`src/rtl/core/urs_pkg.sv`:
```
// urs_pkg: constants, types and codes for the combined shuffle generator
// used by urs_lcg_unit, the top level and the checker; no dependencies
package urs_pkg;

	localparam int unsigned TABLE_DEPTH = 32;
	localparam int unsigned VAL_W = 31;

	localparam logic [31:0] MOD_A = 32'd2147483563;
	localparam logic [31:0] MOD_B = 32'd2147483399;
	localparam logic [15:0] MUL_A = 16'd40014;
	localparam logic [15:0] MUL_B = 16'd40692;
	localparam logic [15:0] QUO_A = 16'd53668;
	localparam logic [15:0] QUO_B = 16'd52774;
	localparam logic [13:0] REM_A = 14'd12211;
	localparam logic [13:0] REM_B = 14'd3791;
	localparam logic [VAL_W-1:0] SEED_B = 31'd123456789;
	localparam logic [VAL_W-1:0] SPAN = 31'd2147483562;

	// reciprocals of the schrage quotients, scaled by 2^47
	localparam int unsigned RECIP_SH = 47;
	localparam logic [31:0] RECIP_A = 32'((64'd1 << RECIP_SH) / 64'd53668);
	localparam logic [31:0] RECIP_B = 32'((64'd1 << RECIP_SH) / 64'd52774);

	typedef enum logic {
		CMD_DRAW,
		CMD_RESEED
	} cmd_t;

	typedef enum logic {
		GEN_A,
		GEN_B
	} gen_sel_t;

	typedef struct packed {
		logic             valid;
		gen_sel_t         sel;
		logic [VAL_W-1:0] z;
	} lcg_req_t;

	typedef struct packed {
		logic             valid;
		gen_sel_t         sel;
		logic [VAL_W-1:0] value;
	} lcg_res_t;

	typedef enum logic [2:0] {
		ST_IDLE,
		ST_RS_ISSUE,
		ST_RS_WAIT,
		ST_DRAW_A,
		ST_DRAW_B,
		ST_DRAW_WAIT
	} state_t;

endpackage

```
`src/rtl/core/urs_lcg_unit.sv`:
```
// urs_lcg_unit: five-stage pipelined schrage step shared by both generators
// depends on urs_pkg for moduli, multipliers and request/result types
module urs_lcg_unit (
	input  logic              clk,
	input  logic              arst_n,
	input  urs_pkg::lcg_req_t req,
	output urs_pkg::lcg_res_t res
);

	logic                   valid_s1, valid_s2, valid_s3, valid_s4, valid_s5;
	urs_pkg::gen_sel_t      sel_s1, sel_s2, sel_s3, sel_s4, sel_s5;
	logic [62:0]            prod_s1;
	logic [30:0]            z_s1, z_s2;
	logic [15:0]            k_s2, k_s3;
	logic [31:0]            t_s2;
	logic [15:0]            m_s3;
	logic [31:0]            a_s4;
	logic [29:0]            b_s4;
	logic [30:0]            value_s5;

	logic [31:0]            recip;
	logic [15:0]            k_est;
	logic [15:0]            quo_s2;
	logic [31:0]            diff;
	logic [15:0]            mul_s3;
	logic [13:0]            rem_s3;
	logic signed [32:0]     r_raw;
	logic signed [32:0]     r_fix;

	assign recip  = (req.sel == urs_pkg::GEN_A) ? urs_pkg::RECIP_A : urs_pkg::RECIP_B;
	assign k_est  = prod_s1[62:47];
	assign quo_s2 = (sel_s2 == urs_pkg::GEN_A) ? urs_pkg::QUO_A : urs_pkg::QUO_B;
	assign diff   = {1'b0, z_s2} - t_s2;
	assign mul_s3 = (sel_s3 == urs_pkg::GEN_A) ? urs_pkg::MUL_A : urs_pkg::MUL_B;
	assign rem_s3 = (sel_s3 == urs_pkg::GEN_A) ? urs_pkg::REM_A : urs_pkg::REM_B;

	always_comb begin
		r_raw = $signed({1'b0, a_s4}) - $signed({3'b000, b_s4});
		if (r_raw < 0) begin
			if (sel_s4 == urs_pkg::GEN_A) begin
				r_fix = r_raw + $signed({1'b0, urs_pkg::MOD_A});
			end else begin
				r_fix = r_raw + $signed({1'b0, urs_pkg::MOD_B});
			end
		end else begin
			r_fix = r_raw;
		end
	end

	always_ff @(posedge clk or negedge arst_n) begin
		if (!arst_n) begin
			valid_s1 <= 1'b0;
			valid_s2 <= 1'b0;
			valid_s3 <= 1'b0;
			valid_s4 <= 1'b0;
			valid_s5 <= 1'b0;
		end else begin
			valid_s1 <= req.valid;
			valid_s2 <= valid_s1;
			valid_s3 <= valid_s2;
			valid_s4 <= valid_s3;
			valid_s5 <= valid_s4;
		end
	end

	always_ff @(posedge clk) begin
		// quotient estimate by reciprocal
		sel_s1  <= req.sel;
		z_s1    <= req.z;
		prod_s1 <= {32'b0, req.z} * {31'b0, recip};
		// back-multiply
		sel_s2  <= sel_s1;
		z_s2    <= z_s1;
		k_s2    <= k_est;
		t_s2    <= 32'({16'b0, k_est} * {16'b0, (sel_s1 == urs_pkg::GEN_A) ?
			urs_pkg::QUO_A : urs_pkg::QUO_B});
		// one-step correction of quotient and remainder
		sel_s3  <= sel_s2;
		if (diff >= {16'b0, quo_s2}) begin
			k_s3 <= k_s2 + 16'd1;
			m_s3 <= 16'(diff - {16'b0, quo_s2});
		end else begin
			k_s3 <= k_s2;
			m_s3 <= diff[15:0];
		end
		// schrage partial products
		sel_s4  <= sel_s3;
		a_s4    <= {16'b0, mul_s3} * {16'b0, m_s3};
		b_s4    <= 30'({14'b0, k_s3} * {16'b0, rem_s3});
		// subtract and wrap
		sel_s5   <= sel_s4;
		value_s5 <= r_fix[30:0];
	end

	assign res.valid = valid_s5;
	assign res.sel   = sel_s5;
	assign res.value = value_s5;

endmodule

```
`src/rtl/core/uniform_random_shuffle_generator_top.sv`:
```
// uniform_random_shuffle_generator_top: two combined congruential generators
// with a shuffle table held in a synchronous ram; uses urs_pkg, urs_lcg_unit
// draw: strobe once both generators have stepped; no new draw is taken while busy
// reseed: adds a run of dependent generator steps, one step per pass through
// the 5-stage multiply unit
// no backpressure on results; reset clears the table at once through
// per-entry valid flops, no clearing pass
module uniform_random_shuffle_generator_top #(
	parameter int unsigned TABLE_DEPTH = urs_pkg::TABLE_DEPTH
) (
	input  logic        clk,
	input  logic        arst_n,
	input  logic        start,
	output logic        busy,
	input  logic        command,
	input  logic [30:0] seed_value,
	output logic        strobe,
	output logic [30:0] random_value
);

	localparam int unsigned IDX_W = (TABLE_DEPTH > 1) ? $clog2(TABLE_DEPTH) : 1;
	localparam int unsigned CNT_W = $clog2(TABLE_DEPTH + 8);
	localparam logic [31:0] BUCKET = 32'(64'd1 + 64'd2147483562 / 64'(TABLE_DEPTH));
	localparam logic [17:0] JMUL = 18'((64'd1 << 40) / 64'(BUCKET));
	localparam logic [8:0] DEPTH_9 = 9'(TABLE_DEPTH);

	urs_pkg::state_t    state_q, state_d;
	urs_pkg::lcg_req_t  req;
	urs_pkg::lcg_res_t  res;

	logic [30:0]        first_q, second_q, last_q;
	logic [CNT_W-1:0]   cnt_q;
	logic               strobe_q;
	logic [30:0]        random_value_q;

	logic [30:0]        tbl_mem [TABLE_DEPTH];
	logic [TABLE_DEPTH-1:0] valid_q;
	logic [30:0]        rd_data_s4;
	logic               rd_valid_s4;
	logic               tbl_we;
	logic [IDX_W-1:0]   tbl_waddr;
	logic [30:0]        tbl_wdata;

	logic [48:0]        jprod_s1;
	logic [30:0]        jlast_s1, jlast_s2;
	logic [8:0]         jest_s2;
	logic [31:0]        jback_s2;
	logic [IDX_W-1:0]   j_s3;
	logic [31:0]        jrem;
	logic [8:0]         jfull;

	logic [30:0]        seed_sel, seed_eff;
	logic               reseed_cmd;
	logic [30:0]        entry;
	logic signed [32:0] ydiff, ywrap;
	logic [30:0]        y;
	logic               rs_write;

	urs_lcg_unit u_lcg (
		.clk    (clk),
		.arst_n (arst_n),
		.req    (req),
		.res    (res)
	);

	assign reseed_cmd = (command == urs_pkg::CMD_RESEED);
	assign seed_sel   = reseed_cmd ? seed_value : 31'd1;
	assign seed_eff   = (seed_sel == 31'd0) ? 31'd1 : seed_sel;

	// table index from the previous output, free running
	assign jrem  = {1'b0, jlast_s2} - jback_s2;
	assign jfull = jest_s2 + {8'b0, (jrem >= BUCKET)};

	always_ff @(posedge clk) begin
		jprod_s1 <= {18'b0, last_q} * {31'b0, JMUL};
		jlast_s1 <= last_q;
		jest_s2  <= jprod_s1[48:40];
		jback_s2 <= 32'({23'b0, jprod_s1[48:40]} * BUCKET);
		jlast_s2 <= jlast_s1;
		if (jfull >= DEPTH_9) begin
			j_s3 <= IDX_W'(TABLE_DEPTH - 1);
		end else begin
			j_s3 <= jfull[IDX_W-1:0];
		end
	end

	// shuffle table
	always_ff @(posedge clk) begin
		if (tbl_we) begin
			tbl_mem[tbl_waddr] <= tbl_wdata;
		end
		rd_data_s4  <= tbl_mem[j_s3];
		rd_valid_s4 <= valid_q[j_s3];
	end

	always_ff @(posedge clk or negedge arst_n) begin
		if (!arst_n) begin
			valid_q <= '0;
		end else if (tbl_we) begin
			valid_q[tbl_waddr] <= 1'b1;
		end
	end

	assign entry = rd_valid_s4 ? rd_data_s4 : 31'd0;

	always_comb begin
		ydiff = $signed({2'b00, entry}) - $signed({2'b00, res.value});
		if (ydiff < 33'sd1) begin
			ywrap = ydiff + $signed({2'b00, urs_pkg::SPAN});
		end else begin
			ywrap = ydiff;
		end
		if (ywrap < 33'sd1) begin
			y = 31'd1;
		end else if (ywrap > $signed({2'b00, urs_pkg::SPAN})) begin
			y = urs_pkg::SPAN;
		end else begin
			y = ywrap[30:0];
		end
	end

	assign rs_write = (state_q == urs_pkg::ST_RS_WAIT) && res.valid &&
		(cnt_q < CNT_W'(TABLE_DEPTH));

	always_comb begin
		tbl_we    = 1'b0;
		tbl_waddr = j_s3;
		tbl_wdata = first_q;
		if (rs_write) begin
			tbl_we    = 1'b1;
			tbl_waddr = cnt_q[IDX_W-1:0];
			tbl_wdata = res.value;
		end else if ((state_q == urs_pkg::ST_DRAW_WAIT) && res.valid &&
			(res.sel == urs_pkg::GEN_B)) begin
			tbl_we = 1'b1;
		end
	end

	// sequencer
	always_ff @(posedge clk or negedge arst_n) begin
		if (!arst_n) begin
			state_q <= urs_pkg::ST_IDLE;
		end else begin
			state_q <= state_d;
		end
	end

	always_comb begin
		state_d   = state_q;
		req.valid = 1'b0;
		req.sel   = urs_pkg::GEN_A;
		req.z     = first_q;
		unique case (state_q)
			urs_pkg::ST_IDLE: begin
				if (start) begin
					if (reseed_cmd || (first_q == 31'd0)) begin
						state_d = urs_pkg::ST_RS_ISSUE;
					end else begin
						state_d = urs_pkg::ST_DRAW_A;
					end
				end
			end
			urs_pkg::ST_RS_ISSUE: begin
				req.valid = 1'b1;
				state_d   = urs_pkg::ST_RS_WAIT;
			end
			urs_pkg::ST_RS_WAIT: begin
				if (res.valid) begin
					if (cnt_q == '0) begin
						state_d = urs_pkg::ST_DRAW_A;
					end else begin
						state_d = urs_pkg::ST_RS_ISSUE;
					end
				end
			end
			urs_pkg::ST_DRAW_A: begin
				req.valid = 1'b1;
				state_d   = urs_pkg::ST_DRAW_B;
			end
			urs_pkg::ST_DRAW_B: begin
				req.valid = 1'b1;
				req.sel   = urs_pkg::GEN_B;
				req.z     = second_q;
				state_d   = urs_pkg::ST_DRAW_WAIT;
			end
			urs_pkg::ST_DRAW_WAIT: begin
				if (res.valid && (res.sel == urs_pkg::GEN_B)) begin
					state_d = urs_pkg::ST_IDLE;
				end
			end
			default: begin
				state_d = urs_pkg::ST_IDLE;
			end
		endcase
	end

	// generator state
	always_ff @(posedge clk or negedge arst_n) begin
		if (!arst_n) begin
			first_q  <= 31'd1;
			second_q <= urs_pkg::SEED_B;
			last_q   <= 31'd0;
			cnt_q    <= '0;
			strobe_q <= 1'b0;
		end else begin
			strobe_q <= 1'b0;
			if ((state_q == urs_pkg::ST_IDLE) && start &&
				(reseed_cmd || (first_q == 31'd0))) begin
				first_q  <= seed_eff;
				second_q <= seed_eff;
				cnt_q    <= CNT_W'(TABLE_DEPTH + 7);
			end
			if ((state_q == urs_pkg::ST_RS_WAIT) && res.valid) begin
				first_q <= res.value;
				if (cnt_q == '0) begin
					last_q <= res.value;
				end else begin
					cnt_q <= cnt_q - CNT_W'(1);
				end
			end
			if ((state_q == urs_pkg::ST_DRAW_WAIT) && res.valid) begin
				if (res.sel == urs_pkg::GEN_A) begin
					first_q <= res.value;
				end else begin
					second_q <= res.value;
					last_q   <= y;
					strobe_q <= 1'b1;
				end
			end
		end
	end

	always_ff @(posedge clk) begin
		if ((state_q == urs_pkg::ST_DRAW_WAIT) && res.valid &&
			(res.sel == urs_pkg::GEN_B)) begin
			random_value_q <= y;
		end
	end

	assign busy         = (state_q != urs_pkg::ST_IDLE);
	assign strobe       = strobe_q;
	assign random_value = random_value_q;

endmodule

```
`config.mk`:
```
export PLATFORM = sky130hd
export DESIGN_NAME = uniform_random_shuffle_generator_top
export DESIGN_NICKNAME = d
export VERILOG_FILES = /design/src/rtl/core/urs_pkg.sv /design/src/rtl/core/urs_lcg_unit.sv /design/src/rtl/core/uniform_random_shuffle_generator_top.sv
export SDC_FILE = /design/constraint.sdc
export NUM_CORES = 2
export LEC_CHECK = 0
export BUFFER_PORTS_ARGS = -buffer_cell sky130_fd_sc_hd__buf_2
export CAP_MARGIN = 30
export CORE_UTILIZATION = 30
export DETAILED_ROUTE_END_ITERATION = 8
export MAX_ROUTING_LAYER = met4
export RECOVER_POWER = 50
export SKIP_CTS_REPAIR_TIMING = 1
export SYNTH_ARGS = -nofsm -noshare
export SYNTH_HDL_FRONTEND = slang
export SYNTH_SLANG_ARGS = --single-unit
```
`constraint.sdc`:
```
create_clock -name clk -period 20.2 [get_ports clk]
set_clock_uncertainty 0.1 [all_clocks]
set_input_delay 2.02 -clock clk [delete_from_list [all_inputs] [get_ports clk]]
set_output_delay 2.02 -clock clk [all_outputs]
set_load 0.01 [all_outputs]
```
; Word level (Yosys, flattened, before mapping)
; Memory sizes are Yosys's and may differ from the RTL's. A register that Yosys moved wholly into a read port is not among the register bits.
; Index checks and enable logic that the tools add are counted.
[totals]
ram_bits = 992
memories = 1
reg_bits = 578
in_bits = 35
output_inout_bits = 33
[op_classes]
bitwise_logic = 1
mux = 49
multipliers = 5
n_addsub = 11
eq_ne = 8
order_cmp = 11
n_reduce_logical = 16
[memory_table]
columns = memory, depth, word_bits, rd, rd_clocked_by_memory_dff, wr, line
row1 = tbl_mem, 32, 31, 1, 1, 1, uniform_random_shuffle_generator_top.sv:36  ; logic [30:0] tbl_mem [TABLE_DEPTH];
[op_table]
columns = cell, count
row1 = 31-bit 2-to-1 mux, 19
row2 = 16-bit by 16-bit multiplier with 32-bit output, 2
row3 = 31-bit by 32-bit subtractor with 32-bit output, 2
row4 = 31-bit by 32-bit multiplier with 63-bit output, 1
row5 = 31-bit logical NOT, 2
row6 = "32-bit by 32-bit adder with 33-bit output, second input constant", 1
row7 = "33-bit by 32-bit greater-than comparator with 1-bit output, second input constant", 1
row8 = "33-bit by 1-bit < comparator with 1-bit output, second input constant", 1
row9 = "33-bit by 2-bit < comparator with 1-bit output, second input constant", 1
row10 = 33-bit 2-to-1 mux, 1
row11 = 32-bit by 30-bit subtractor with 33-bit output, 1
row12 = 32-bit by 16-bit greater-or-equal comparator with 1-bit output, 1
row13 = "32-bit by 26-bit greater-or-equal comparator with 1-bit output, second input constant", 1
row14 = "32-bit by 2-bit < comparator with 1-bit output, second input constant", 1
row15 = 16-bit 2-to-1 mux, 2
row16 = 32-bit 2-to-1 mux, 1
row17 = 32-bit OR, 1
row18 = 31-bit by 31-bit subtractor with 32-bit output, 1
row19 = "31-bit by 8-bit adder with 31-bit output, second input constant", 1
row20 = "31-bit by 9-bit adder with 31-bit output, second input constant", 1
row21 = 16-bit by 14-bit multiplier with 30-bit output, 1
row22 = "5-bit by 25-bit multiplier with 30-bit output, second input constant", 1
row23 = 13-bit 2-to-1 mux, 2
row24 = 26-bit 2-to-1 mux, 1
row25 = other kinds (30), 54

; Longest topological paths before layout
[logic_depth]
word_depth = 9
depth_mapped = 40
ltp_nobuf = 36

; Modules after synthesis
; A second synthesis with hierarchy kept.
[unflattened]
cells_unflattened = 8304
hier_area_um2 = 104124.9
[by_module_without_submodules]
columns = mod, area_per_inst_um2, n_inst, cells_each
row1 = uniform_random_shuffle_generator_top, 54987.7, 1, 3346
row2 = urs_lcg_unit, 49137.1, 1, 4958

; Worst setup path after synthesis
; No wires, ideal clock.
[synth_timing]
kind = flip-flop to flip-flop
start = register state_q[1]
end = register u_lcg.prod_s1[62]
t_arrival_ns = 9.527
stages_incl_launch_ff = 38
slack_ns = 10.501
required_ns = 20.028
path_cell_list = dfrtp_1 > clkbuf_1 > or3b_2 > clkbuf_1 > inv_1 > clkbuf_1 > clkbuf_1 > nand2_1 > inv_1 > nor2_1 > inv_1 > fa_1 > inv_1 > fa_1 > fa_1 > fa_1 > inv_1 > fa_1 > [2 not listed] > inv_1 > fa_1 > inv_1 > ha_1 > and2_0 > a221o_1 > a21oi_1 > o211ai_1 > a221o_1 > a211o_1 > a211oi_1 > nor3_1 > o311ai_0 > a21boi_0 > a211oi_1 > o31ai_1 > a21oi_1 > xnor2_1
[synth_lines]
columns = element, line
row1 = "start, declared", uniform_random_shuffle_generator_top.sv:27  ; urs_pkg::state_t state_q, state_d;
row2 = "start signal, assigned", uniform_random_shuffle_generator_top.sv:142  ; state_q <= urs_pkg::ST_IDLE;
row3 = "start signal, assigned", uniform_random_shuffle_generator_top.sv:144  ; state_q <= state_d;
row4 = "end signal, assigned", urs_lcg_unit.sv:70  ; prod_s1 <= {32'b0, req.z} * {31'b0, recip};
row5 = "end, declared", urs_lcg_unit.sv:12  ; logic [62:0] prod_s1;

==> results.py <==
metrics = {
    "clock_network": {
        "insertion_delay_ns": 0.83,
        "cts_made_buffers": 163,
        "h-tree-depth": 4,
        "clock-root-buffer": "clkbuf_16",
        "cts.clk_slew.worst_paths_ns": 0.07,
        "cts_tree": "yes",
        "cts_buffer_depth": 4,
        "cts_sinks": 1540,
    },
    "job": {
        "maxCapViolations": 16,
    },
    "worst_setup_path": {
        "critPathCapture": "u_lcg.prod_s1[62]",
        "slowest_stage": "clkbuf_1",
        "critPathRequiredTime_ns": 20.75,
        "rr_worst_depth": 36,
        "max_stage_delay_ns": 1.95,
        "cpMostUsedCell": "inv_1",
        "regToRegEndpoint": "u_lcg.prod_s1[62]",
        "crit_arrival_ns": 14.70,
        "start_kind": "flop",
        "critical_path.startpoint": "state_q[2]",
        "criticalPathCategory": "reg -> reg",
        "cp-end-kind": "flop",
        "worstPathMaxFanout": 56,
        "reg2reg_slack_ns": 6.06,
        "r2r_start": "state_q[2]",
    },
    "place": {
        "io_buffers": 67,
        "dpl.hpwl_um": 213700,
        "gp_congestion": 0.9484,
    },
    "yosys": {
        "yosys.area.top_type": "edfxtp_1",
        "ys_types": 100,
        "synth_most_common_cell": "inv_1",
        "synth.yosys.seq_area_share_pct": 40.75,
        "synthTopCellsByCount": "inv_1, edfxtp_1, ha_1",
        "synth_edf_count": 1023,
        "ys_ff_latch": 1540,
        "netlist_area_um2": 102500,
        "avgSynthCellArea_um2": 12.66,
        "synth_cells": 8097,
        "synthFlopType": "edfxtp_1",
        "synthTopCellsByArea": "edfxtp_1, fa_1, ha_1, dfxtp_1, mux4_2",
        "synth_top_cell_area_share_pct": 29.96,
        "async_flop_share_pct": 9.026,
        "ys.warnings.count": 0,
    },
    "die": {
        "die_w_um": 586.6,
        "rows": 214,
        "die_area_um2": 344100,
        "pin_count": 68,
        "start_util_pct": 30.15,
        "die-height_um": 586.6,
        "fp.coreArea_um2": 340100,
    },
    "grt": {
        "grt_max_degree": 106,
        "antenna_found_initial": 13,
        "grtUsageTotal_pct": 17.09,
        "overflow": 0,
        "grt_pass1_vias": 66429,
        "grt_pass1_wl_um": 431700,
    },
    "route": {
        "drtIter0Drc": 5433,
        "post_drt_wl_per_cell_um": 22.27,
        "firstDrtPassIters": 6,
        "wirelength_um": 286200,
        "viasPerCell": 4.877,
        "vias": 62679,
        "drc": 0,
        "drtAntennaViolNets": 0,
    },
    "sta": {
        "maxSlewHeadroom_pct": -164.0,
        "fin_tns_setup_ns": 0,
        "worstMarginPinSlew_ns": 3.959,
        "finalSetupViolCount": 0,
        "fin_crit_sh_pct": 70.02,
        "grt_setup_unrepaired": "false",
        "fmax_mhz": 70.70,
        "layout_min_cycle_time_ns": 14.14,
        "hold_viol": 0,
        "drv_slew": 851,
    },
    "cells_and_area": {
        "final_nets": 10135,
        "drive_gt1_share_pct": 10.31,
        "fillers": 33505,
        "area_growth_pct": 10.82,
    },
    "status": {
        "violations": "max-capacitance violations, max-slew violations",
        "status": "complete, but fails checks",
    },
    "hold_path": {
        "hold_path.class": "reg -> reg",
    },
}
cell type report:
class	instances	area (um^2)	share of cell area (%)
Clock inverter	60	578.1	0.5087
Multi-Input combinational cell	4852	54600	48.05
Antenna cell	10	25.02	0.02202
Tap cell	4536	5675	4.995
Timing Repair Buffer	141	842.1	0.7411
Clock buffer	230	4543	3.998
Inverter	1482	5564	4.897
Sequential cell	1540	41800	36.79
per-layer routing:
layer	track usage (%)	up-vias	wire length (um)
li1	-	28040	-
met1	22.71	32417	125000
met2	27.41	1841	135400
met3	2.305	381	17160
met4	4.653	0	8700
met5	-	-	0
metrics by stage:
stage / area (um^2) / setup WS [ns] / hold slack, ns / util [%] / instances
after global routing: 113600 / 5.117 / 0.2335 / 33.41 / 12850
after global placement: 108500 / 8.443 / 0.2111 / 31.91 / 12544
final: 113600 / 6.056 / 0.2223 / 33.42 / 12851
after floorplan: 102600 / 10.50 / 0.2096 / - / 8109
after detailed placement: 108600 / 8.613 / 0.2132 / 31.94 / 12550
after CTS: 113700 / 8.551 / 0.2275 / 33.44 / 12840
worst max-delay path: cells and delay by family, from the launching register on:
kind / cells / cell delay (ns)
AO/OA/AOI/OAI: 8 / 2.07
XOR/XNOR: 1 / 0.13
adder cells (fa/ha/maj): 9 / 4.14
buffers and inverters: 12 / 4.16
flip-flops: 1 / 0.49
AND/OR/NAND/NOR: 6 / 2.84
state kept, by name, indices dropped and copies added, names as in the netlist, 27 cells and up:
register,flops
last_q,30
u_lcg.z_s1,31
first_q,31
jlast_s2,29
second_q,31
u_lcg.a_s4,31
rd_data_s4,31
tbl_mem,992
u_lcg.z_s2,31
random_value,31
u_lcg.b_s4,30
u_lcg.t_s2,31
jprod_s1,30
valid_q,32
u_lcg.value_s5,31
jback_s2,27
kinds of logic (layout without fill, tap and decap cells):
logic type,Yosys count,after routing,synth area share (%)
AOI/OAI and AO/OA,943,943,6.060
xor gates and xnor gates,246,246,2.101
adders and majority gates,1921,1921,30.28
buffers and inverters,1717,1913,6.333
DFF,1540,1540,40.75
muxes,408,408,7.981
other,2,24,0.007325
and+or+nand+nor,1320,1320,6.485
cell usage in the layout (no fill, tap or decap), drive strengths merged, types with 96 or more instances in the layout:
cell type / synthesis / routed
nor2: 326 / 326
clkbuf: 189 / 279
fa: 934 / 934
dfrtp: 122 / 122
xnor2: 171 / 171
mux4: 320 / 320
dfxtp: 378 / 378
and2: 96 / 96
edfxtp: 1023 / 1023
a21oi: 290 / 290
inv: 1482 / 1486
ha: 986 / 986
o21ai: 172 / 172
nand2: 311 / 311
worst min path at each step:
stage / start / endpoint / slack, ns / depth (start not counted)
after floorplan: jprod_s1[24] / jlast_s2[10] / 0.21 / 0
after global placement: jprod_s1[15] / jlast_s2[1] / 0.21 / 0
after detailed placement: jprod_s1[36] / jlast_s2[22] / 0.21 / 0
after CTS: jprod_s1[18] / jlast_s2[4] / 0.23 / 0
after global routing: jprod_s1[20] / jlast_s2[6] / 0.23 / 0
final: jprod_s1[18] / jlast_s2[4] / 0.22 / 0
Power is left out: the tool's default activity adds up to more than one toggle a clock period on the data nets, which glitch-free logic cannot reach.
